File: src/rtl/lcpt_pkg.sv
// ----------------------------------------------------------------------------
// lcpt_pkg
// Shared types and constants for the smoothed conditional probability table.
// ----------------------------------------------------------------------------
package lcpt_pkg;

    localparam int MAX_SOURCES_DEF = 16;
    localparam int MAX_TARGETS_DEF = 16;
    localparam int TOTAL_BITS_DEF  = 24;

    localparam int KIND_W  = 2;
    localparam int IDX_W   = 4;
    localparam int COUNT_W = 16;
    localparam int VALUE_W = 22;
    localparam int SIZE_W  = 5;
    localparam int DIM_W   = 9;
    localparam int ADDR_W  = 4;
    localparam int DATA_W  = 32;

    localparam int QUEUE_DEPTH = 2;

    localparam int Q_STEPS   = 17;
    localparam int LOG_FRAC  = 20;
    localparam int MANT_W    = 31;
    localparam int LN_SHIFT  = 36;
    localparam int LOG_FLOOR = 2097152;

    localparam logic [31:0] LN2_Q32 = 32'd2977044472;

    localparam logic [KIND_W-1:0] KIND_CLEAR = 2'd0;
    localparam logic [KIND_W-1:0] KIND_LOAD  = 2'd1;
    localparam logic [KIND_W-1:0] KIND_QUERY = 2'd2;

    localparam logic [1:0] REG_SOURCE_SIZE = 2'd0;
    localparam logic [1:0] REG_TARGET_SIZE = 2'd1;
    localparam logic [1:0] REG_TARGET_DIR  = 2'd2;
    localparam logic [1:0] REG_LOG_OUTPUT  = 2'd3;

    localparam logic [SIZE_W-1:0] SOURCE_SIZE_RST = 5'd1;
    localparam logic [SIZE_W-1:0] TARGET_SIZE_RST = 5'd1;
    localparam logic              TARGET_DIR_RST  = 1'b1;
    localparam logic              LOG_OUTPUT_RST  = 1'b0;

    typedef struct packed {
        logic [SIZE_W-1:0] source_size;
        logic [SIZE_W-1:0] target_size;
        logic              target_direction;
        logic              log_output;
    } cfg_t;

    typedef struct packed {
        logic [KIND_W-1:0]  kind;
        logic [IDX_W-1:0]   src;
        logic [IDX_W-1:0]   tgt;
        logic [COUNT_W-1:0] cnt;
        logic [DIM_W-1:0]   size;
        logic               err;
    } item_t;

endpackage

File: src/rtl/lcpt_front.sv
// ----------------------------------------------------------------------------
// lcpt_front
// Accepts input beats, checks indexes against the sizes in use and forwards
// clear items, in-range load items and queries to the work queue.
// ----------------------------------------------------------------------------
module lcpt_front #(
    parameter int MAX_SOURCES = lcpt_pkg::MAX_SOURCES_DEF,
    parameter int MAX_TARGETS = lcpt_pkg::MAX_TARGETS_DEF
) (
    input  logic                         start,
    output logic                         busy,
    input  logic [lcpt_pkg::KIND_W-1:0]  kind,
    input  logic [lcpt_pkg::IDX_W-1:0]   source_index,
    input  logic [lcpt_pkg::IDX_W-1:0]   target_index,
    input  logic [lcpt_pkg::COUNT_W-1:0] count,
    input  lcpt_pkg::cfg_t               cfg,
    input  logic                         q_full,
    input  logic                         init_busy,
    output logic                         push,
    output lcpt_pkg::item_t              item
);

    localparam int DW = lcpt_pkg::DIM_W;

    logic [DW-1:0] ns;
    logic [DW-1:0] nt;
    logic          in_range;
    logic          keep;

    always_comb
    begin
        ns = (DW'(cfg.source_size) > DW'(MAX_SOURCES)) ? DW'(MAX_SOURCES)
                                                       : DW'(cfg.source_size);
        nt = (DW'(cfg.target_size) > DW'(MAX_TARGETS)) ? DW'(MAX_TARGETS)
                                                       : DW'(cfg.target_size);
        in_range = (DW'(source_index) < ns) && (DW'(target_index) < nt);
        case (kind)
            lcpt_pkg::KIND_CLEAR: keep = 1'b1;
            lcpt_pkg::KIND_LOAD:  keep = in_range;
            lcpt_pkg::KIND_QUERY: keep = 1'b1;
            default:              keep = 1'b0;
        endcase
    end

    assign busy = q_full || init_busy;
    assign push = start && !busy && keep;

    always_comb
    begin
        item.kind = kind;
        item.src  = source_index;
        item.tgt  = target_index;
        item.cnt  = count;
        item.size = cfg.target_direction ? nt : ns;
        item.err  = !in_range;
    end

endmodule

File: config.mk
export PLATFORM = sky130hd
export DESIGN_NAME = lcpt_front
export DESIGN_NICKNAME = d
export VERILOG_FILES = /design/src/rtl/lcpt_pkg.sv /design/src/rtl/lcpt_front.sv
export SDC_FILE = /design/constraint.sdc
export NUM_CORES = 1
export LEC_CHECK = 0
export ABC_AREA = 1
export BUFFER_PORTS_ARGS = -buffer_cell sky130_fd_sc_hd__buf_2
export CAP_MARGIN = 10
export CORE_ASPECT_RATIO = 0.9
export CORE_MARGIN = 2
export CORE_UTILIZATION = 30
export DETAILED_ROUTE_END_ITERATION = 7
export PLACE_DENSITY = 0.85
export SETUP_SLACK_MARGIN = 0.02
export SYNTH_ARGS = -nofsm -noshare
export SYNTH_HDL_FRONTEND = slang
export SYNTH_SLANG_ARGS = --single-unit
export TNS_END_PERCENT = 30
File: constraint.sdc
create_clock -name vclk -period 1.4
set_input_delay 0.14 -clock vclk [all_inputs]
set_output_delay 0.14 -clock vclk [all_outputs]
set_load 0.1 [all_outputs]
==> flow_summary.yaml <==
run_status:
  status: "complete, but fails checks"
  violations: "setup timing"
cells_and_area:
  drive_gt1_share_pct: 59.8
  ff_latch_area_sq_um: 0
  n_clock_buffer: 0
  final_common_cell: "buf_2"
  fin_nets: 181
  stdcell_count: 157
  layout_common_cells: "32 x buf_2, 23 x nand2_1, 16 x buf_4"
  areaGrowthSynthToFinish_pct: 65.5
  finish.utilization_pct: 51.2
  antennaDiodeCount: 0
  seq_cells: 0
sta:
  setup_ws_ps: -421
  rsz0062_at_grt: "yes"
  slew_violations: 0
  hold_viol: 0
  setup-violations-final: 2
  max_freq_mhz: 549
  finalSetupTns_ps: -756
  finalCritPeriodShare_pct: 130
  period_minus_slack_ps: 1820
power_and_ir_drop:
  clock_power_share_pct: 0
  fin_total_pwr_mw: 0.608
  switching_share_pct: 68.6
  switchingPower_mw: 0.418
  internal_power_mw: 0.191
  power.density_mw_per_mm2: 633
  comb_power_share_pct: 100.0
  power.share.sequential_pct: 0
  p_leak_nw: 0.540
  ir_drop_mv: 0.343
hold_path:
  holdPathEnd: "item[13]"
  min_path_cells: 0
  hold_path.class: "input pin to output port"
  hp-start: "count[3]"
die:
  core_region_area_sq_mm: 0.00188
  rows: 15
  die-width_microns: 50.4
  die_y_microns: 45.7
  ioPinCount: 79
  dieArea_sq_mm: 0.00230
  start_util_pct: 30.9
synth:
  netlist_instances: 101
  syn-cell-area_sq_um: 581
  yosysWarnings: 0
  ys_types: 14
  synth_top_area_cell: "buf_4"
  synthTopCellsByArea: "buf_4 39%, nand2_1 16%, ha_1 13%"
  syn_area_per_cell_sq_um: 5.75
  ys_seq_area_share_pct: 0
  synth_top_area_share_pct: 38.8
global_routing:
  antenna_found_initial: 0
  grt_pass1_wl_microns: 2130
  overflow: 0
  grt_usage_pct: 11.7
  grt_max_degree: 6
  grt_pass1_vias: 558
routing:
  wl_microns: 1480
  viasPerCell: 4.13
  ant_nets: 0
  dr.pass1.iters: 5
  first_iter_violations: 13
  via_count: 648
  detail_route.wl_per_cell_microns: 9.39
  drc_errors: 0
worst_setup_path:
  path_class: "input pin to output port"
  critPathMaxFanout: 3
  cp.required_ps: 1260
  crit_arrival_ps: 1680
  startpoint_type: "input pin"
  worst_setup_path_end_kind: "output port"
place:
  dp_cells: 152
  portBuffers: 42
  routabilityCongestion: 0.825
  dp_hpwl_microns: 1140
  dp_slack_ps: -535
flow_run:
  max_cap_viol_count: 0
clocking:
  hold_buffers: 0
==> repair_timing <==
action                     CTS  global route
setup endpoints to repair    2             2
pin swaps                    9            11
setup buffers                4             1
gates resized for setup     12             8
==> power by group through the flow <==
stage	Combinational [mW]	Sequential, mW	Clock [mW]
floorplan	0.631	0	0
global placement	0.555	0	0
detailed placement	0.560	0	0
CTS	0.585	0	0
global route	0.641	0	0
finish	0.608	0	0
==> cell usage after synthesis <==
library cell   n
a21oi_1        1
a21oi_2        1
buf_4         30
conb_1         1
ha_1           6
inv_1         16
inv_2          2
nand2_1       25
nand3_1        3
nand3_2        2
nor2_1         8
nor2_2         1
o21ai_0        1
o22ai_1        4
==> final cells by class <==
cell class         instances  area (sq um)
repair buffers            58           458
well taps                 25          31.3
multi-input cells         56           397
inverters                 18          75.1
fillers                  182           916
==> worst max path at each step <==
stage | start | endpoint | cells past startpoint
2_1_floorplan | cfg[9] | push | 12
3_3_place_gp | cfg[9] | push | 14
3_5_place_dp | cfg[9] | push | 14
4_1_cts | cfg[8] | push | 14
5_1_grt | cfg[3] | push | 14
6_report | cfg[3] | push | 14
==> worst max-delay path, cell delays in order <==
cell     delay [ps]
buf_2           110
nor2_1          100
nand3_1         100
nand2_2          90
nand2_1         100
ha_4            230
nand2_1          60
nand2_1          40
nand2_1          50
nand2_1          50
nor2_2          130
nand3_2         110
a21oi_4         170
buf_12          190
==> stage by stage <==
stage          instance area (sq um)  hold slack, ps
6_report                         961             280
2_1_floorplan                    621             442
4_1_cts                          892             281
5_1_grt                          961             280
3_5_place_dp                     825             281
3_3_place_gp                     825             281
==> cells by family after synthesis <==
logic type	synth area share, %
buf+inv	50.4
fa+ha+maj	12.9
compound gates	7.54
other cells	0.646
simple gates	28.4
==> routing by layer <==
| metal | part of all wire [%] | global-route usage, % | vias to the layer above |
|---|---|---|---|
| met5 | 0 | 0 | - |
| met4 | 0.14 | 1.62 | 0 |
| met3 | 8.0 | 0.987 | 2 |
| met2 | 56 | 25.0 | 32 |
| met1 | 36 | 12.7 | 276 |
| li1 | - | - | 338 |
No activity file was read; power rests on OpenSTA's default activity.
