`config.mk`:
```
export PLATFORM = sky130hd
export DESIGN_NAME = lcpt_cfg
export DESIGN_NICKNAME = d
export VERILOG_FILES = /design/src/rtl/lcpt_pkg.sv /design/src/rtl/lcpt_cfg.sv
export SDC_FILE = /design/constraint.sdc
export NUM_CORES = 1
export LEC_CHECK = 0
export ABC_CLOCK_PERIOD_IN_PS = 1200
export CAP_MARGIN = 25
export CORE_MARGIN = 4
export CORE_UTILIZATION = 60
export DETAILED_ROUTE_END_ITERATION = 7
export DONT_BUFFER_PORTS = 1
export PLACE_DENSITY = 0.85
export SYNTH_ARGS = -nofsm -noshare
export SYNTH_HDL_FRONTEND = slang
export SYNTH_SLANG_ARGS = --single-unit
export TNS_END_PERCENT = 20
```
`constraint.sdc`:
```
create_clock -name clk -period 1.2 [get_ports clk]
set_clock_uncertainty 0.2 [all_clocks]
set_input_delay 0 -clock clk [delete_from_list [all_inputs] [get_ports clk]]
set_output_delay 0 -clock clk [all_outputs]
set_load 0.05 [all_outputs]
```
`src/rtl/lcpt_pkg.sv`:
```
// ----------------------------------------------------------------------------
// lcpt_pkg
// Shared types and constants for the smoothed conditional probability table.
// ----------------------------------------------------------------------------
package lcpt_pkg;

    localparam int MAX_SOURCES_DEF = 16;
    localparam int MAX_TARGETS_DEF = 16;
    localparam int TOTAL_BITS_DEF  = 24;

    localparam int KIND_W  = 2;
    localparam int IDX_W   = 4;
    localparam int COUNT_W = 16;
    localparam int VALUE_W = 22;
    localparam int SIZE_W  = 5;
    localparam int DIM_W   = 9;
    localparam int ADDR_W  = 4;
    localparam int DATA_W  = 32;

    localparam int QUEUE_DEPTH = 2;

    localparam int Q_STEPS   = 17;
    localparam int LOG_FRAC  = 20;
    localparam int MANT_W    = 31;
    localparam int LN_SHIFT  = 36;
    localparam int LOG_FLOOR = 2097152;

    localparam logic [31:0] LN2_Q32 = 32'd2977044472;

    localparam logic [KIND_W-1:0] KIND_CLEAR = 2'd0;
    localparam logic [KIND_W-1:0] KIND_LOAD  = 2'd1;
    localparam logic [KIND_W-1:0] KIND_QUERY = 2'd2;

    localparam logic [1:0] REG_SOURCE_SIZE = 2'd0;
    localparam logic [1:0] REG_TARGET_SIZE = 2'd1;
    localparam logic [1:0] REG_TARGET_DIR  = 2'd2;
    localparam logic [1:0] REG_LOG_OUTPUT  = 2'd3;

    localparam logic [SIZE_W-1:0] SOURCE_SIZE_RST = 5'd1;
    localparam logic [SIZE_W-1:0] TARGET_SIZE_RST = 5'd1;
    localparam logic              TARGET_DIR_RST  = 1'b1;
    localparam logic              LOG_OUTPUT_RST  = 1'b0;

    typedef struct packed {
        logic [SIZE_W-1:0] source_size;
        logic [SIZE_W-1:0] target_size;
        logic              target_direction;
        logic              log_output;
    } cfg_t;

    typedef struct packed {
        logic [KIND_W-1:0]  kind;
        logic [IDX_W-1:0]   src;
        logic [IDX_W-1:0]   tgt;
        logic [COUNT_W-1:0] cnt;
        logic [DIM_W-1:0]   size;
        logic               err;
    } item_t;

endpackage

```
`src/rtl/lcpt_cfg.sv`:
```
// ----------------------------------------------------------------------------
// lcpt_cfg
// APB register file: table sizes, conditioning direction and output format.
// ----------------------------------------------------------------------------
module lcpt_cfg (
    input  logic                        clk,
    input  logic                        rst_n,
    input  logic                        psel,
    input  logic                        penable,
    input  logic                        pwrite,
    input  logic [lcpt_pkg::ADDR_W-1:0] paddr,
    input  logic [lcpt_pkg::DATA_W-1:0] pwdata,
    output logic [lcpt_pkg::DATA_W-1:0] prdata,
    output logic                        pready,
    output lcpt_pkg::cfg_t              cfg
);

    lcpt_pkg::cfg_t cfg_reg;
    logic           wr_en;

    assign wr_en  = psel && penable && pwrite && pready;
    assign pready = 1'b1;
    assign cfg    = cfg_reg;

    always_ff @(posedge clk or negedge rst_n)
    begin
        if (!rst_n)
        begin
            cfg_reg.source_size      <= lcpt_pkg::SOURCE_SIZE_RST;
            cfg_reg.target_size      <= lcpt_pkg::TARGET_SIZE_RST;
            cfg_reg.target_direction <= lcpt_pkg::TARGET_DIR_RST;
            cfg_reg.log_output       <= lcpt_pkg::LOG_OUTPUT_RST;
        end
        else if (wr_en)
        begin
            unique case (paddr[3:2])
                lcpt_pkg::REG_SOURCE_SIZE:
                    cfg_reg.source_size <= pwdata[lcpt_pkg::SIZE_W-1:0];
                lcpt_pkg::REG_TARGET_SIZE:
                    cfg_reg.target_size <= pwdata[lcpt_pkg::SIZE_W-1:0];
                lcpt_pkg::REG_TARGET_DIR:
                    cfg_reg.target_direction <= pwdata[0];
                lcpt_pkg::REG_LOG_OUTPUT:
                    cfg_reg.log_output <= pwdata[0];
                default:
                    cfg_reg <= cfg_reg;
            endcase
        end
    end

    always_comb
    begin
        prdata = '0;
        unique case (paddr[3:2])
            lcpt_pkg::REG_SOURCE_SIZE:
                prdata = lcpt_pkg::DATA_W'(cfg_reg.source_size);
            lcpt_pkg::REG_TARGET_SIZE:
                prdata = lcpt_pkg::DATA_W'(cfg_reg.target_size);
            lcpt_pkg::REG_TARGET_DIR:
                prdata = lcpt_pkg::DATA_W'(cfg_reg.target_direction);
            lcpt_pkg::REG_LOG_OUTPUT:
                prdata = lcpt_pkg::DATA_W'(cfg_reg.log_output);
            default:
                prdata = '0;
        endcase
    end

endmodule

```
==> results of run 1 <==
==> final timing paths <==
path                       startpoint        end  slack, ns  depth (start not counted)
max in group asynchronous       rst_n     cfg[0]       0.46                          1
setup / recovery               cfg[0]  prdata[0]      -0.33                          2
hold reg to reg                cfg[4]     cfg[4]       0.38                          1
hold / removal               paddr[3]     cfg[0]      -0.18                          2
min in group asynchronous       rst_n     cfg[8]      -0.05                          1
setup reg to reg               cfg[0]     cfg[0]          0                          2
==> power breakdown <==
group / total (mW) / switching (mW) / leakage [nW] / internal [mW]
registers: 0.616 / 0.0978 / 0.141 / 0.518
clock network: 0.256 / 0.128 / 0.0150 / 0.128
logic: 1.27 / 0.828 / 0.371 / 0.443
==> cells in the mapped netlist (all sizes together) <==
master / count / area share [%]
dfrtp: 9 / 28
nand3b: 1 / 0.94
mux2i: 4 / 5.0
mux2: 12 / 17
nor2: 4 / 1.9
and3: 1 / 1.4
and3b: 1 / 1.2
dfstp: 3 / 9.8
conb: 2 / 0.94
nand3: 1 / 0.62
nor3b: 1 / 2.3
buf: 30 / 28
mux4: 1 / 2.8
==> kinds of logic after synthesis <==
family / synth area share [%]
multiplexers: 24.6
buffers and inverters: 28.1
other: 0.936
AND/OR/NAND/NOR: 8.42
flip-flops: 37.9
==> cells in the final DEF, fill, tap and decap left out, drive strengths merged <==
master        instances
dfstp                 3
nor2                  4
and3b                 1
and3                  1
mux2                 12
dlymetal6s4s          1
nand3                 1
mux2i                 4
conb                 28
dlygate4sd3           6
clkbuf                4
nand3b                1
nor3b                 1
buf                  22
dfrtp                 9
mux4                  1
==> layout make-up <==
cell class | count | area share [%]
repair buffers | 29 | 30.2
well taps | 14 | 1.60
clock buffers | 4 | 2.40
multi-input cells | 54 | 37.9
flip-flops and latches | 12 | 27.9
==> through the flow <==
step,util [%],power (mW)
floorplan,-,1.48
global placement,78.9,1.72
detailed placement,78.9,1.75
CTS,90.2,2.10
global route,92.3,2.23
finish,92.3,2.14
==> repair_timing <==
item | 4_1_cts | 5_1_grt
hold endpoints to repair | 28 | 20
gates cloned | 0 | 0
pin swaps | 0 | 1
endpoints found under the setup margin | 7 | 20
gates resized for setup | 10 | 3
buffers inserted | 0 | 2
==> layer usage <==
metal  GRT usage [%]  part of all wire (%)
met1            22.1                    30
met2            46.4                    56
met3            9.35                    10
met4            12.0                   3.3
met5               0                     0
==> results.md, run 1 <==
* Status: finished, violations left
* Violated checks: negative hold slack, negative setup slack
* Largest register FFs at 12
* First-pass GRT wire length at 3290 µm
* Relative slew margins at 63.7%
* Final hold viol count at 20
* CP max stage cell: mux4_2
* Clock Pin Slew Worst Setup and Hold Paths at 0.07 ns
* Nature of the critical path startpoint: flip-flop
* Yosys Warn Count at 0
* Core area at 1190 µm²
* Filler cells at 38
* Tcrit/Tclk final at 128%
* Vias/cell at 5.05
* Crit. End Element: output port
* Iter 0 DRT Violations at 8
* Critical-path maximum fanout at 2
* Sink Count at 12
* Final instance area at 1090 µm²
* Die width at 44.6 µm
* Crit path max-delay family: multiplexers
* Synth Area per Inst at 11.5 µm²
* Leak at 0.526 nW
* DR WL/cell at 19.2 µm
* Buffers and inverters on the worst path at 1
* Max_cap viols at 0
* Crit path cell chain: mux4_2, buf_12
* Post-DRT Antenna Nets at 0
* CTS Root Cell: clkbuf_4
* GRT Util Overall at 24.6%
* Max IR drop VDD at 0.00157 V
* Multi-input gate area at 415 µm²
* Slew @ Worst Pin at 0.543 ns
* FP Rows at 12
* Post-layout nets at 141
* Slew Limit Fails at 0
* Register area at 305 µm²
* Final setup TNS at -0.886 ns
* Cts bufs inserted at 3
* Io pins at 86
* Dpl cells at 100
* Critical Path AT at 1.33 ns
* Finished Layout Cells at 113
* Power Density at 1960 nW/µm²
* Drt drc at 0
* Vias in the first global route at 609
* Routed WL at 2180 µm
* Count of final setup violators at 7
* #FFs+latches synth at 12
* Clk_lat worst skew at 0.26 ns
* Fraction of layout cells with a size suffix above 1 at 53.5%
* Port Buffers at 0
* Req. time, crit path at 1.00 ns
* Vias at 571
* Chip Height at 44.6 µm
* CTS tree: done
* Initial antenna violation count at 0
* Worst Slack Setup Final at -0.334 ns
* CTS H-tree lvls at 1
* Largest net degree at the start of global routing at 13
* Number of library cell types mapped by synthesis at 13
* Synthesized area at 802 µm²
* Max Freq at 652 MHz
* Post-Syn Instances at 70
* First-pass DRT Iterations at 4
* Post-DP Area at 936 µm²
* HP Class: in -> reg
* Die footprint at 1990 µm²
* Post-layout min period at 1.53 ns
* CP peak stage delay at 0.50 ns
* RSZ-0062 raised after global routing: true
* Buffer depth of the longest clock path at 2
* Post-Place Worst Slack at -0.0445 ns
* Initial Utilization at 67.6%
* Hold_ws at -0.179 ns
* GR Overflow Total at 0
* Hold Buf Count CTS at 7
* CP Class: reg -> out
* Hpwl dp at 1270 µm
* Routability cong. at 0.594
* Sequential share of the synthesized area at 37.9%
* Layout area overhead at 36.5%
* N_diodes at 0
No activity file was read; power rests on OpenSTA's default activity.
==> run 2: changes to the inputs <==
- CELL_PAD_IN_SITES_DETAIL_PLACEMENT: default -> 1
- CELL_PAD_IN_SITES_GLOBAL_PLACEMENT: default -> 2
- CORE_ASPECT_RATIO: default -> 1.1
- CORE_UTILIZATION: 60 -> 30
- PLACE_DENSITY: 0.85 -> 0.84
==> results.md, run 2 (same netlist as run 1, synthesis figures left out) <==
* Finished Layout Cells at 126
* Count of final setup violators at 6
* Buffers and inverters on the worst path at 0
* GR Overflow Total at 0
* DR WL/cell at 14.0 µm
* Vias in the first global route at 535
* Critical-path maximum fanout at 2
* Post-Place Worst Slack at -0.0338 ns
* Max_cap viols at 0
* Routed WL at 1760 µm
* Largest net degree at the start of global routing at 13
* N_diodes at 0
* Violated checks: negative hold slack, negative setup slack
* Status: finished, violations left
* Dpl cells at 114
* Worst Slack Setup Final at -0.322 ns
* First-pass DRT Iterations at 2
* Largest register FFs at 12
* Filler cells at 274
* Relative slew margins at 64.3%
* Leak at 0.514 nW
* Iter 0 DRT Violations at 5
* Port Buffers at 0
* CTS tree: done
* Clock Pin Slew Worst Setup and Hold Paths at 0.07 ns
* Vias/cell at 4.06
* Crit. End Element: output port
* Most frequent cells in the layout: 28 x conb_1, 11 x mux2_2, 10 x buf_4, 8 x dfrtp_1, 6 x dlygate4sd3_1
* Buffer depth of the longest clock path at 2
* Hold Buf Count CTS at 7
* Io pins at 86
* Hold_ws at -0.189 ns
* Crit path cell chain: mux4_2
* Routability cong. at 0.793
* Vias at 511
* CP Class: reg -> out
* Critical Path AT at 1.32 ns
* Core area at 2520 µm²
* Die footprint at 3570 µm²
* Max IR drop VDD at 0.000954 V
* HP Class: in -> reg
* GRT Util Overall at 9.43%
* Hpwl dp at 1370 µm
* Final hold viol count at 20
* Met1 GRT Util at 9.31%
* First-pass GRT wire length at 2580 µm
* Drt drc at 0
* RSZ-0062 raised after global routing: true
* Power Density at 1950 nW/µm²
* Layout area overhead at 36.2%
* Tcrit/Tclk final at 127%
* Die width at 57.3 µm
* Fraction of layout cells with a size suffix above 1 at 52.6%
* CP peak stage delay at 0.64 ns
* Slew Limit Fails at 0
* CP max stage cell: mux4_2
* Post-layout min period at 1.52 ns
* Met2 usage at 17.1%
* GR Util met3 at 3.93%
* Nature of the critical path startpoint: flip-flop
* Req. time, crit path at 1.00 ns
* Cts bufs inserted at 3
* Post-layout nets at 137
* CTS H-tree lvls at 1
* Post-DRT Antenna Nets at 0
* CTS Root Cell: clkbuf_4
* Busiest grt layer: met2
* Slew @ Worst Pin at 0.534 ns
* Crit path max-delay family: multiplexers
* FP Rows at 19
* Commonest non-fill, non-tap cell in the layout: conb_1
* Sink Count at 12
* Clk_lat worst skew at 0.27 ns
* Initial antenna violation count at 0
* Max Freq at 657 MHz
* Chip Height at 62.2 µm
* Initial Utilization at 31.8%
## run 2: cell count changes in the layout (fill, tap and decap cells not counted), sizes merged
cell / change
buf: -4
## run 2: worst paths after layout
kind	cells past startpoint	from	slack, ns	endpoint
hold reg to reg	1	cfg[3]	0.36	cfg[3]
setup reg to reg	3	cfg[0]	-0.06	cfg[0]
setup / recovery	1	cfg[0]	-0.32	prdata[0]
max in group asynchronous	1	rst_n	0.48	cfg[0]
min in group asynchronous	1	rst_n	-0.06	cfg[5]
hold / removal	2	paddr[3]	-0.19	cfg[10]
## run 2: routing by layer
layer | wire length (µm) | vias up | share of wire, %
li1 | - | 230 | -
met1 | 562 | 243 | 32
met2 | 981 | 34 | 56
met3 | 194 | 4 | 11
met4 | 23 | 0 | 1.3
met5 | 0 | - | 0
## run 2: metrics by stage
stage | cell area [µm²] | total power, mW | TNS, ns | utilization (%)
finish | 1090 | 2.13 | -0.818 | 43.3
global route | 1090 | 2.22 | -1.19 | 43.3
CTS | 1080 | 2.16 | -2.18 | 43.0
detailed placement | 922 | 1.68 | -0.121 | 36.6
global placement | 922 | 1.66 | -0.0902 | 36.6
floorplan | 931 | 1.48 | -0.626 | -
## run 2: cell type report
cell class,count,area (µm²),share of cell area (%)
clock buffers,4,36.3,3.32
repair buffers,25,293,26.8
well taps,31,38.8,3.55
flip-flops and latches,12,305,27.9
multi-input cells,54,419,38.4
## run 2: what timing repair did
item,CTS,global route
hold endpoints to repair,28,21
pin swaps,0,1
gates resized for setup,13,2
setup buffers,1,0
endpoints found under the setup margin,8,21
## run 2: power breakdown
part           switching (mW)  internal [mW]
registers              0.0927          0.519
logic                   0.793          0.411
clock network           0.131          0.185
==> run 3: changes to the inputs <==
- MAX_ROUTING_LAYER: default -> met4
- TNS_END_PERCENT: 20 -> default
==> results.md, run 3 (same netlist as run 1, synthesis figures left out) <==
* Core area at 2520 µm²
* Buffers and inverters on the worst path at 0
* Tcrit/Tclk final at 125%
* Critical Path AT at 1.30 ns
* Critical-path maximum fanout at 2
* Max_cap viols at 0
* Worst R2R Setup Slack at 0.02 ns
* First-pass DRT Iterations at 2
* CP peak stage delay at 0.64 ns
* Sink Count at 12
* Post-layout nets at 146
* Clock Pin Slew Worst Setup and Hold Paths at 0.06 ns
* Util after Layout at 49.9%
* FP Rows at 19
* First-pass GRT wire length at 2700 µm
* Sequential power share at 27.3%
* Layout area overhead at 56.8%
* Routability cong. at 0.784
* CP max stage cell: mux4_2
* Psw at 1.08 mW
* Hold_ws at -0.229 ns
* HP Class: in -> reg
* Fraction of layout cells with a size suffix above 1 at 62.5%
* Chip Height at 62.2 µm
* Int Pwr at 1.25 mW
* CTS Root Cell: clkbuf_4
* Post-DRT Antenna Nets at 0
* Clock Power Share at 10.9%
* Crit. End Element: output port
* GR Overflow Total at 0
* Die footprint at 3570 µm²
* Initial antenna violation count at 0
* Commonest non-fill, non-tap cell in the layout: conb_1
* Buffer depth of the longest clock path at 2
* CP Class: reg -> out
* Cts bufs inserted at 3
* Dpl cells at 114
* Largest net degree at the start of global routing at 13
* Slew Limit Fails at 0
* Nature of the critical path startpoint: flip-flop
* Power Density at 1850 nW/µm²
* CTS H-tree lvls at 1
* Relative slew margins at 63.7%
* Vias in the first global route at 561
* Hold Buf Count CTS at 7
* Req. time, crit path at 1.00 ns
* RSZ-0062 raised after global routing: true
* Most frequent cells in the layout: 28 x conb_1, 12 x mux2_2, 8 x dfrtp_2, 8 x buf_8, 8 x buf_6
* Max IR drop VDD at 0.000978 V
* Die width at 57.3 µm
* Largest register FFs at 12
* N_diodes at 0
* Port Buffers at 0
* Vias/cell at 4.06
* Routed WL at 1960 µm
* Iter 0 DRT Violations at 8
* Comb pwr share at 61.8%
* Violated checks: negative hold slack, negative setup slack
* Leak at 0.566 nW
* Vias at 548
* Clk_lat worst skew at 0.27 ns
* Crit path cell chain: mux4_2
* Final hold viol count at 21
* Io pins at 86
* Worst Slack Setup Final at -0.302 ns
* DR WL/cell at 14.5 µm
* Count of final setup violators at 5
* Hpwl dp at 1350 µm
* CTS tree: done
* Post-layout min period at 1.50 ns
* Filler cells at 258
* Switching Share at 46.2%
* Initial Utilization at 31.8%
* Status: finished, violations left
* Max Freq at 666 MHz
* Slew @ Worst Pin at 0.542 ns
* GRT Util Overall at 10.1%
* Finished Layout Cells at 135
* Crit path max-delay family: multiplexers
* Drt drc at 0
==> run 3: cell count changes in the layout (fill, tap and decap cells not counted), moves of 4 or more <==
cell / previous run / this run
dfrtp_2: 1 / 8
dfrtp_1: 8 / 1
mux2i_4: 0 / 4
buf_4: 10 / 6
buf_6: 0 / 8
mux2i_2: 4 / 0
buf_8: 3 / 8
==> run 3: routing by layer <==
layer  up-vias  part of all wire (%)  wire length [µm]  global-route usage, %
met3         2                   8.6               168                   2.69
met2        32                    58              1140                   17.3
met5         -                     0                 0                      -
li1        246                     -                 -                      -
met4         0                  0.61                12                   4.35
met1       268                    32               638                   10.8
==> run 3: path summary, 6_finish.rpt <==
path / from / end / cells after the start
max in group asynchronous: rst_n / cfg[3] / 1
setup reg to reg: cfg[0] / cfg[0] / 2
hold reg to reg: cfg[7] / cfg[7] / 1
hold / removal: paddr[3] / cfg[0] / 2
setup / recovery: cfg[0] / prdata[0] / 1
min in group asynchronous: rst_n / cfg[11] / 1
==> run 3: power groups by stage <==
stage	clock [mW]	sequential [mW]	combinational (mW)
2_1_floorplan	0	0.938	0.551
3_3_place_gp	0	0.597	1.07
3_5_place_dp	0	0.607	1.09
4_1_cts	0.267	0.611	1.32
5_1_grt	0.290	0.646	1.49
6_report	0.254	0.635	1.44
==> run 3: cell type report <==
type / instances / area [µm²] / share of cell area, %
Clock buffer: 4 / 26.3 / 2.09
Timing Repair Buffer: 34 / 428 / 34.0
Sequential cell: 12 / 314 / 25.0
Multi-Input combinational cell: 54 / 450 / 35.8
Tap cell: 31 / 38.8 / 3.08
==> run 3: stage by stage <==
step	TNS [ns]	area [µm²]	hold WS, ns	setup slack, ns	power [mW]
floorplan	-0.265	940	-0.496	-0.158	1.49
finish	-0.588	1260	-0.229	-0.302	2.33
CTS	-1.59	1160	-0.239	-0.318	2.20
detailed placement	-0.202	931	-0.495	-0.0492	1.69
global route	-0.805	1260	-0.229	-0.335	2.42
global placement	-0.143	931	-0.495	-0.0359	1.67
==> run 3: repair_timing <==
| action | CTS | global route |
|---|---|---|
| gates resized for setup | 17 | 19 |
| setup endpoints to repair | 8 | 19 |
| hold endpoints to repair | 28 | 20 |
| buffers inserted | 8 | 2 |
| pin swaps | 0 | 1 |
