===== src/rtl/lcpt_pkg.sv =====
// ----------------------------------------------------------------------------
// lcpt_pkg
// Shared types and constants for the smoothed conditional probability table.
// ----------------------------------------------------------------------------
package lcpt_pkg;

    localparam int MAX_SOURCES_DEF = 16;
    localparam int MAX_TARGETS_DEF = 16;
    localparam int TOTAL_BITS_DEF  = 24;

    localparam int KIND_W  = 2;
    localparam int IDX_W   = 4;
    localparam int COUNT_W = 16;
    localparam int VALUE_W = 22;
    localparam int SIZE_W  = 5;
    localparam int DIM_W   = 9;
    localparam int ADDR_W  = 4;
    localparam int DATA_W  = 32;

    localparam int QUEUE_DEPTH = 2;

    localparam int Q_STEPS   = 17;
    localparam int LOG_FRAC  = 20;
    localparam int MANT_W    = 31;
    localparam int LN_SHIFT  = 36;
    localparam int LOG_FLOOR = 2097152;

    localparam logic [31:0] LN2_Q32 = 32'd2977044472;

    localparam logic [KIND_W-1:0] KIND_CLEAR = 2'd0;
    localparam logic [KIND_W-1:0] KIND_LOAD  = 2'd1;
    localparam logic [KIND_W-1:0] KIND_QUERY = 2'd2;

    localparam logic [1:0] REG_SOURCE_SIZE = 2'd0;
    localparam logic [1:0] REG_TARGET_SIZE = 2'd1;
    localparam logic [1:0] REG_TARGET_DIR  = 2'd2;
    localparam logic [1:0] REG_LOG_OUTPUT  = 2'd3;

    localparam logic [SIZE_W-1:0] SOURCE_SIZE_RST = 5'd1;
    localparam logic [SIZE_W-1:0] TARGET_SIZE_RST = 5'd1;
    localparam logic              TARGET_DIR_RST  = 1'b1;
    localparam logic              LOG_OUTPUT_RST  = 1'b0;

    typedef struct packed {
        logic [SIZE_W-1:0] source_size;
        logic [SIZE_W-1:0] target_size;
        logic              target_direction;
        logic              log_output;
    } cfg_t;

    typedef struct packed {
        logic [KIND_W-1:0]  kind;
        logic [IDX_W-1:0]   src;
        logic [IDX_W-1:0]   tgt;
        logic [COUNT_W-1:0] cnt;
        logic [DIM_W-1:0]   size;
        logic               err;
    } item_t;

endpackage


===== src/rtl/lcpt_queue.sv =====
// ----------------------------------------------------------------------------
// lcpt_queue
// Short FIFO of classified items between the front and the back.
// ----------------------------------------------------------------------------
module lcpt_queue (
    input  logic            clk,
    input  logic            rst_n,
    input  logic            push,
    input  lcpt_pkg::item_t push_item,
    input  logic            pop,
    output lcpt_pkg::item_t head,
    output logic            empty,
    output logic            full
);

    localparam int DEPTH = lcpt_pkg::QUEUE_DEPTH;
    localparam int PW    = (DEPTH > 1) ? $clog2(DEPTH) : 1;
    localparam int CW    = $clog2(DEPTH + 1);

    lcpt_pkg::item_t entry_reg [DEPTH];
    logic [PW-1:0]   wr_ptr_reg;
    logic [PW-1:0]   rd_ptr_reg;
    logic [CW-1:0]   fill_reg;
    logic [PW-1:0]   wr_ptr_next;
    logic [PW-1:0]   rd_ptr_next;

    assign empty = (fill_reg == '0);
    assign full  = (fill_reg == CW'(DEPTH));
    assign head  = entry_reg[rd_ptr_reg];

    always_comb
    begin
        wr_ptr_next = (wr_ptr_reg == PW'(DEPTH - 1)) ? '0 : wr_ptr_reg + PW'(1);
        rd_ptr_next = (rd_ptr_reg == PW'(DEPTH - 1)) ? '0 : rd_ptr_reg + PW'(1);
    end

    always_ff @(posedge clk)
    begin
        if (push)
        begin
            entry_reg[wr_ptr_reg] <= push_item;
        end
    end

    always_ff @(posedge clk or negedge rst_n)
    begin
        if (!rst_n)
        begin
            wr_ptr_reg <= '0;
            rd_ptr_reg <= '0;
            fill_reg   <= '0;
        end
        else
        begin
            if (push)
            begin
                wr_ptr_reg <= wr_ptr_next;
            end
            if (pop)
            begin
                rd_ptr_reg <= rd_ptr_next;
            end
            if (push && !pop)
            begin
                fill_reg <= fill_reg + CW'(1);
            end
            else if (pop && !push)
            begin
                fill_reg <= fill_reg - CW'(1);
            end
        end
    end

endmodule


===== config.mk =====
export PLATFORM = sky130hd
export DESIGN_NAME = lcpt_queue
export DESIGN_NICKNAME = d
export VERILOG_FILES = /design/src/rtl/lcpt_pkg.sv /design/src/rtl/lcpt_queue.sv
export SDC_FILE = /design/constraint.sdc
export NUM_CORES = 1
export LEC_CHECK = 0
export ABC_AREA = 1
export BUFFER_PORTS_ARGS = -buffer_cell sky130_fd_sc_hd__buf_4
export CAP_MARGIN = 20
export CORE_ASPECT_RATIO = 1.4
export CORE_MARGIN = 8
export CORE_UTILIZATION = 50
export CTS_BUF_LIST = sky130_fd_sc_hd__clkbuf_16
export DETAILED_ROUTE_END_ITERATION = 7
export GPL_ROUTABILITY_DRIVEN = 0
export PLACE_DENSITY = 0.76
export SETUP_SLACK_MARGIN = 0.3
export SLEW_MARGIN = 20
export SYNTH_ARGS = -nofsm -noshare
export SYNTH_HDL_FRONTEND = slang
export SYNTH_SLANG_ARGS = --single-unit

===== constraint.sdc =====
create_clock -name clk -period 4.36 [get_ports clk]
set_clock_uncertainty 0.2 [all_clocks]
set_input_delay 0.436 -clock clk [delete_from_list [all_inputs] [get_ports clk]]
set_output_delay 0.436 -clock clk [all_outputs]
set_load 0.02 [all_outputs]

==> results of run 1 <==
-- logic make-up (layout without fill, tap and decap cells) --
family | count (synthesis) | in the layout | share of synthesized area [%]
flops | 76 | 76 | 76.58
mux | 36 | 36 | 17.41
buf+inv | 11 | 102 | 3.304
simple gates | 10 | 10 | 1.398
xor+xnor | 3 | 3 | 0.8896
fa+ha+maj | 1 | 1 | 0.4235
-- stage by stage --
| stage | cell area [um^2] | utilization, % | hold WS (ns) | total power (uW) | cells |
|---|---|---|---|---|---|
| after global routing | 3870 | 66.95 | 0.07776 | 2772 | 298 |
| after detailed placement | 3565 | 61.67 | 0.03666 | 1989 | 281 |
| after CTS | 3867 | 66.90 | 0.08208 | 2693 | 298 |
| after floorplan | 2954 | - | -0.05959 | 1704 | 137 |
| final | 3870 | 66.95 | 0.09308 | 2652 | 298 |
| after global placement | 3565 | 61.67 | 0.03429 | 1971 | 281 |
-- report_power, final --
group	switching [uW]	internal, uW	total, uW
Clock	263	439	702
Sequential	135	976	1110
Combinational	391	447	838
-- worst max-delay path: stages, from the launching register on --
cell     delay [ns]
dfrtp_4        0.87
mux2_2         0.42
buf_4          0.16
-- area by class of cell --
type                    instances  area, um^2  area share (%)
well taps                      70       87.58           2.263
clock inverters                 7       67.56           1.746
repair buffers                 79       595.6           15.39
inverters                       7       26.28          0.6790
multi-input cells              50       601.8           15.55
flip-flops and latches         76        2266           58.55
clock buffers                   9       225.2           5.820
-- worst min path at each step --
stage	slack (ns)	cells after the start	end	start
after floorplan	-0.06	0	fill_reg[0]	rst_n
after global placement	0.03	1	fill_reg[1]	rst_n
after detailed placement	0.04	1	fill_reg[1]	rst_n
after CTS	0.08	2	rd_ptr_reg	pop
after global routing	0.08	1	entry_reg[1][22]	push_item[22]
final	0.09	2	rd_ptr_reg	pop
-- cell usage after synthesis, drive strengths merged --
| cell | number | area (um^2) |
|---|---|---|
| xor2 | 2 | 17.52 |
| nand4 | 1 | 6.260 |
| inv | 7 | 26.28 |
| ha | 1 | 12.51 |
| buf | 4 | 71.32 |
| nand3 | 1 | 5.000 |
| xnor2 | 1 | 8.760 |
| dfrtp | 4 | 100.1 |
| nor2 | 3 | 11.26 |
| edfxtp | 72 | 2162 |
| nand2 | 5 | 18.77 |
| mux2 | 36 | 514.3 |
-- per-layer routing --
metal	wire length, um	global-route usage, %
met5	0	0
met4	99	7.051
met3	441	6.198
met2	2673	20.47
met1	1891	12.14
-- repair_timing --
action / 4_1_cts / 5_1_grt
hold buffers: 1 / 0
endpoints found under the hold margin: 4 / 0
resized for setup: 0 / 0
==> impl_metrics.tcl, run 1 <==
set metrics [dict create \
    netlist_instances 137 \
    synth_nets 178 \
    hold_viol_final 0 \
    endpoint_kind "output port" \
    path_clk_slew_ns 0.05 \
    grt_pass1_vias 1560 \
    htreeDepth 3 \
    rsz0062_at_grt "false" \
    finalMaxSlewViolations 0 \
    final_common_cell "buf_4" \
    std_cell_rows 33 \
    period_share_pct 55.11 \
    num_vias 1438 \
    min_period_ns 2.403 \
    syn-cell-area_um2 2954 \
    worstReg2RegEnd "entry_reg[1][29]" \
    post-cts-setup-buffer-count 0 \
    root_buffer "clkbuf_16" \
    vdd_drop_max_mv 0.4573 \
    reg2reg_from "wr_ptr_reg" \
    antennaDiodeCount 0 \
    yosysWarnings 0 \
    drc 0 \
    insertion_delay_ns 0.32 \
    tightest_slew_ns 1.038 \
    wl_mm 5.105 \
    hold_path.class "input port to register" \
    reg2reg_depth 3 \
    pre_cts_slack_ns 1.999 \
    status "finished, final reports clean" \
    crit_arrival_ns 1.77 \
    power_density_nw_per_um2 685.3 \
    worstPathRequired_ns 3.72 \
    path_class "register to output port" \
    start_util_pct 51.10 \
    startpoint_type "register" \
    die_h_um 106.9 \
    crit_path_end "head[21]" \
    grt_max_degree 38 \
    ys_seq_elements 76 \
    drive_above_1_share_pct 57.02 \
    final_nets 264 \
    dp_hpwl_mm 3.562 \
    setup_viol 0 \
    cp-startpoint "rd_ptr_reg" \
    reg2reg_slack_ns 2.44 \
    drv_cap 0 \
    overflow 0 \
    largest_reg_flops 72 \
    die_area_um2 8658 \
    ant_nets 0 \
    cts_buffer_depth 2 \
    globalRouteTotalUtil_pct 12.40 \
    final_cell_mix "buf_4 (78), edfxtp_1 (72), mux2_4 (29)" \
    path_max_fanout 37 \
    core_area_um2 5781 \
    synth.avg_cell_area_um2 21.56 \
    tns_ns 0 \
    area_growth_pct 31.00 \
    fmax_mhz 416.2 \
    dr.pass1.iters 5 \
    grt_pass1_wl_mm 7.776 \
    seq_area_frac_synth_pct 76.58 \
    vias_per_cell 4.826 \
    cts-buffers-inserted 9 \
    io_buffers 77 \
    io_pins 78 \
    die_w_um 80.96 \
    first_iter_violations 107 \
    fillers 429 \
    antenna_found_initial 0 \
    wire_per_inst_um 17.13 \
    cts_tree "built" \
    yosys.cell_types.count 14 \
    clock_sinks 76 \
    cellLeakagePower_uw 0.001586 \
    slew_headroom_pct 30.62 \
    worst_slack_ns 1.957 \
]
Note: power is estimated with default switching activity, not from simulation.
==> run 2: changes to the inputs <==
--- a/config.mk
+++ b/config.mk
@@ -10,11 +10,11 @@
 export CAP_MARGIN = 20
 export CORE_ASPECT_RATIO = 1.4
 export CORE_MARGIN = 8
-export CORE_UTILIZATION = 50
+export CORE_UTILIZATION = 47
 export CTS_BUF_LIST = sky130_fd_sc_hd__clkbuf_16
 export DETAILED_ROUTE_END_ITERATION = 7
 export GPL_ROUTABILITY_DRIVEN = 0
-export PLACE_DENSITY = 0.76
+export PLACE_DENSITY = 0.75
 export SETUP_SLACK_MARGIN = 0.3
 export SLEW_MARGIN = 20
 export SYNTH_ARGS = -nofsm -noshare
==> constraint.sdc (replaced) <==
create_clock -name clk -period 2.15 [get_ports clk]
set_clock_uncertainty 0.2 [all_clocks]
set_input_delay 0.215 -clock clk [delete_from_list [all_inputs] [get_ports clk]]
set_output_delay 0.215 -clock clk [all_outputs]
set_load 0.02 [all_outputs]
==> impl_metrics.tcl, run 2 (synthesized netlist as in run 1, its figures left out) <==
set metrics [dict create \
    period_share_pct 88.76 \
    fmax_mhz 524.0 \
    std_cell_rows 34 \
    cellLeakagePower_uw 0.001916 \
    io_pins 78 \
    tightest_slew_ns 0.4376 \
    cts_buffer_depth 2 \
    worstPathRequired_ns 1.74 \
    insertion_delay_ns 0.32 \
    final_common_cell "edfxtp_1" \
    area_growth_pct 56.59 \
    drc 0 \
    path_clk_slew_ns 0.05 \
    path_max_fanout 6 \
    largest_reg_flops 72 \
    regArea_um2 2263 \
    finalMaxSlewViolations 0 \
    path_class "register to output port" \
    cts-buffers-inserted 9 \
    hold_viol_final 0 \
    slew_headroom_pct 70.76 \
    num_vias 1649 \
    hold_ws_ns 0.03754 \
    power_density_nw_per_um2 1355 \
    die_area_um2 9114 \
    grt_pass1_wl_mm 9.784 \
    antenna_found_initial 0 \
    antennaDiodeCount 0 \
    grt_pass1_vias 1843 \
    min_period_ns 1.908 \
    grt_max_degree 25 \
    final_cell_mix "edfxtp_1 (72), buf_4 (46), dlygate4sd3_1 (39)" \
    die_h_um 109.8 \
    root_buffer "clkbuf_16" \
    endpoint_kind "output port" \
    drive_above_1_share_pct 50.72 \
    ant_nets 0 \
    clock_sinks 76 \
    die_w_um 83.01 \
    hold_path.class "input port to async pin" \
    cts_tree "built" \
    multiInputGateArea_um2 605.6 \
    start_util_pct 47.89 \
    setup_viol 0 \
    reg2reg_depth 2 \
    final_nets 314 \
    vdd_drop_max_mv 0.8962 \
    io_buffers 77 \
    fin_util_pct 74.99 \
    tns_ns 0 \
    dr.pass1.iters 3 \
    crit_arrival_ns 1.49 \
    dp_hpwl_mm 3.834 \
    vias_per_cell 4.711 \
    rsz0062_at_grt "true" \
    overflow 0 \
    power_uw 6270 \
    globalRouteTotalUtil_pct 14.01 \
    wl_mm 6.287 \
    status "finished, final reports clean" \
    startpoint_type "register" \
    first_iter_violations 91 \
    fillers 357 \
    wire_per_inst_um 17.96 \
    htreeDepth 3 \
    drv_cap 0 \
    core_area_um2 6168 \
]
==> run 2: cell count changes in the layout (fill, tap and decap cells not counted), sizes merged <==
| cell | change |
|---|---|
| bufinv | +1 |
| dlygate4sd3 | +38 |
| buf | +12 |
| clkinv | -3 |
| inv | +2 |
==> run 2: area by class of cell <==
| class | instances | area share [%] |
|---|---|---|
| Sequential cell | 76 | 48.93 |
| Timing Repair Buffer | 129 | 28.78 |
| Multi-Input combinational cell | 50 | 13.09 |
| Clock buffer | 9 | 4.869 |
| Tap cell | 72 | 1.948 |
| Clock inverter | 7 | 1.812 |
| Inverter | 7 | 0.5680 |
==> run 2: worst paths after layout <==
check / from / endpoint / slack (ns)
max: rd_ptr_reg / head[33] / 0.24
min: rst_n / fill_reg[1] / 0.04
max reg2reg: wr_ptr_reg / entry_reg[0][14] / 0.58
min reg2reg: fill_reg[1] / fill_reg[1] / 0.31
max in group asynchronous: rst_n / rd_ptr_reg / 1.60
min in group clk: fill_reg[1] / fill_reg[1] / 0.31
==> run 2: repair_timing <==
item	in CTS	in global routing
hold buffers	39	0
setup buffers	4	0
cloned	4	0
resized for setup	41	0
endpoints found under the hold margin	78	0
endpoints found under the setup margin	33	34
==> run 2: power breakdown <==
group          internal, uW  leakage (uW)  switching (uW)
Clock                  1000      0.000155             533
Combinational          1500       0.00104            1140
Sequential             1970      0.000722             118
Total                  4480       0.00192            1790
==> run 2: routing by layer <==
layer  track usage, %  share of wire [%]
met1            13.68                 37
met2            26.24                 57
met3            4.225                4.2
met4            7.179                2.0
met5                0                  0
==> run 2: critical path: stages, from the launching register on <==
cell     delay, ns
dfrtp_2       0.44
buf_6         0.15
buf_16        0.14
mux2_4        0.30
buf_6         0.13
==> run 2: through the flow <==
| stage | cell area, um^2 | cells | worst slack (ns) |
|---|---|---|---|
| finish | 4626 | 350 | 0.2417 |
| global route | 4626 | 350 | 0.2087 |
| CTS | 4626 | 350 | 0.2362 |
| detailed placement | 3635 | 287 | 0.5454 |
| global placement | 3635 | 287 | 0.5737 |
| floorplan | 2962 | 137 | 0.3855 |
==> run 3: changes to the inputs <==
--- a/config.mk
+++ b/config.mk
@@ -10,12 +10,12 @@
 export CAP_MARGIN = 20
 export CORE_ASPECT_RATIO = 1.4
 export CORE_MARGIN = 8
-export CORE_UTILIZATION = 47
+export CORE_UTILIZATION = 30
 export CTS_BUF_LIST = sky130_fd_sc_hd__clkbuf_16
 export DETAILED_ROUTE_END_ITERATION = 7
 export GPL_ROUTABILITY_DRIVEN = 0
-export PLACE_DENSITY = 0.75
 export SETUP_SLACK_MARGIN = 0.3
+export SKIP_CTS_REPAIR_TIMING = 1
 export SLEW_MARGIN = 20
 export SYNTH_ARGS = -nofsm -noshare
 export SYNTH_HDL_FRONTEND = slang
==> impl_metrics.tcl, run 3 (synthesized netlist as in run 1, its figures left out) <==
set metrics [dict create \
    path_max_fanout 15 \
    overflow 0 \
    slew_headroom_pct 79.07 \
    status "finished, final reports clean" \
    worstPathRequired_ns 1.74 \
    pre_cts_slack_ns 0.4883 \
    first_iter_violations 54 \
    min_period_ns 1.858 \
    setup_viol 0 \
    final_common_cell "buf_4" \
    worst_slack_ns 0.2918 \
    grt_pass1_vias 1677 \
    io_pins 78 \
    tightest_slew_ns 0.3139 \
    fmax_mhz 538.2 \
    drv_cap 0 \
    vias_per_cell 4.067 \
    start_util_pct 30.34 \
    reg2reg_from "wr_ptr_reg" \
    crit_arrival_ns 1.44 \
    final_nets 307 \
    tns_ns 0 \
    fin_util_pct 44.61 \
    endpoint_kind "output port" \
    reg2reg_slack_ns 0.74 \
    dr.pass1.iters 2 \
    num_vias 1651 \
    drc 0 \
    cellLeakagePower_uw 0.001775 \
    die_area_um2 13320 \
    std_cell_rows 43 \
    path_clk_slew_ns 0.06 \
    hold_ws_ns 0.02093 \
    largest_reg_flops 72 \
    io_buffers 77 \
    hold_viol_final 0 \
    period_share_pct 86.43 \
    reg2reg_depth 2 \
    path_class "register to output port" \
    fin_cells 406 \
    worstReg2RegEnd "entry_reg[0][19]" \
    htreeDepth 3 \
    antennaDiodeCount 0 \
    die_w_um 99.87 \
    area_growth_pct 47.06 \
    startpoint_type "register" \
    final_cell_mix "buf_4 (81), edfxtp_1 (72), dlygate4sd3_1 (39)" \
    placed_cells_incl_taps 351 \
    root_buffer "clkbuf_16" \
    wl_mm 5.706 \
    drive_above_1_share_pct 49.08 \
    power_density_nw_per_um2 1239 \
    dp_hpwl_mm 3.881 \
    vdd_drop_max_mv 0.6989 \
    rsz0062_at_grt "true" \
    grt_pass1_wl_mm 8.314 \
    ant_nets 0 \
    cts_buffer_depth 2 \
    hold_path.class "input port to async pin" \
    cts-buffers-inserted 9 \
    finalMaxSlewViolations 0 \
    antenna_found_initial 0 \
    die_h_um 133.4 \
    globalRouteTotalUtil_pct 8.344 \
    grt_max_degree 23 \
    cts_tree "built" \
    clock_sinks 76 \
    wire_per_inst_um 14.05 \
    insertion_delay_ns 0.32 \
    core_area_um2 9738 \
]
==> run 3: changes by cell type in the layout (fill, tap and decap cells not counted) <==
cell        before  now
mux2_2           6    7
clkinv_2         1    2
clkinvlp_4       1    0
inv_1            9   10
buf_4           46   81
inv_2            0    1
bufinv_16        2    0
buf_12           4    1
mux2_4          30   29
buf_6           36    1
buf_16           4    0
==> run 3: report_power, final <==
part           switching (uW)  leakage (uW)  internal [uW]
Combinational            1010      0.000912           1020
Clock                     516      0.000142            755
Sequential                103      0.000722           1970
Total                    1630       0.00178           3750
==> run 3: metal layers <==
layer	vias up	global-route usage, %	routed length, um
met3	8	4.178	387
met1	816	7.817	2151
met4	0	4.054	89
li1	781	-	-
met2	46	14.58	3079
met5	-	0	0
==> run 3: area by class of cell <==
type / count / area, um^2
timing repair buffer: 122 / 1030
sequential: 76 / 2263
clock buffer: 9 / 225.2
clock inverter: 7 / 28.78
multi-input combinational: 50 / 601.8
tap: 135 / 168.9
fill: 859 / 5394
inverter: 7 / 26.28
==> run 3: how the worst max path moves through the flow <==
stage          slack (ns)              end        from  cells past startpoint
6_report             0.29         head[14]  rd_ptr_reg                      3
5_1_grt              0.24          head[6]  rd_ptr_reg                      3
4_1_cts              0.13         head[15]  rd_ptr_reg                      3
3_5_place_dp         0.49         head[22]  rd_ptr_reg                      3
3_3_place_gp         0.48         head[16]  rd_ptr_reg                      3
2_1_floorplan        0.39  entry_reg[1][0]  wr_ptr_reg                      2
==> run 3: per-stage QoR <==
step	total power, uW	instance area (um^2)
floorplan	3459	2962
global placement	4054	3684
detailed placement	4086	3684
CTS	5371	3938
global route	5634	4344
finish	5381	4344
==> run 3: critical path, cell delays in order (launching register included) <==
cell and delay (ns):
dfrtp_2 0.39, buf_6 0.24, mux2_4 0.33, buf_4 0.16
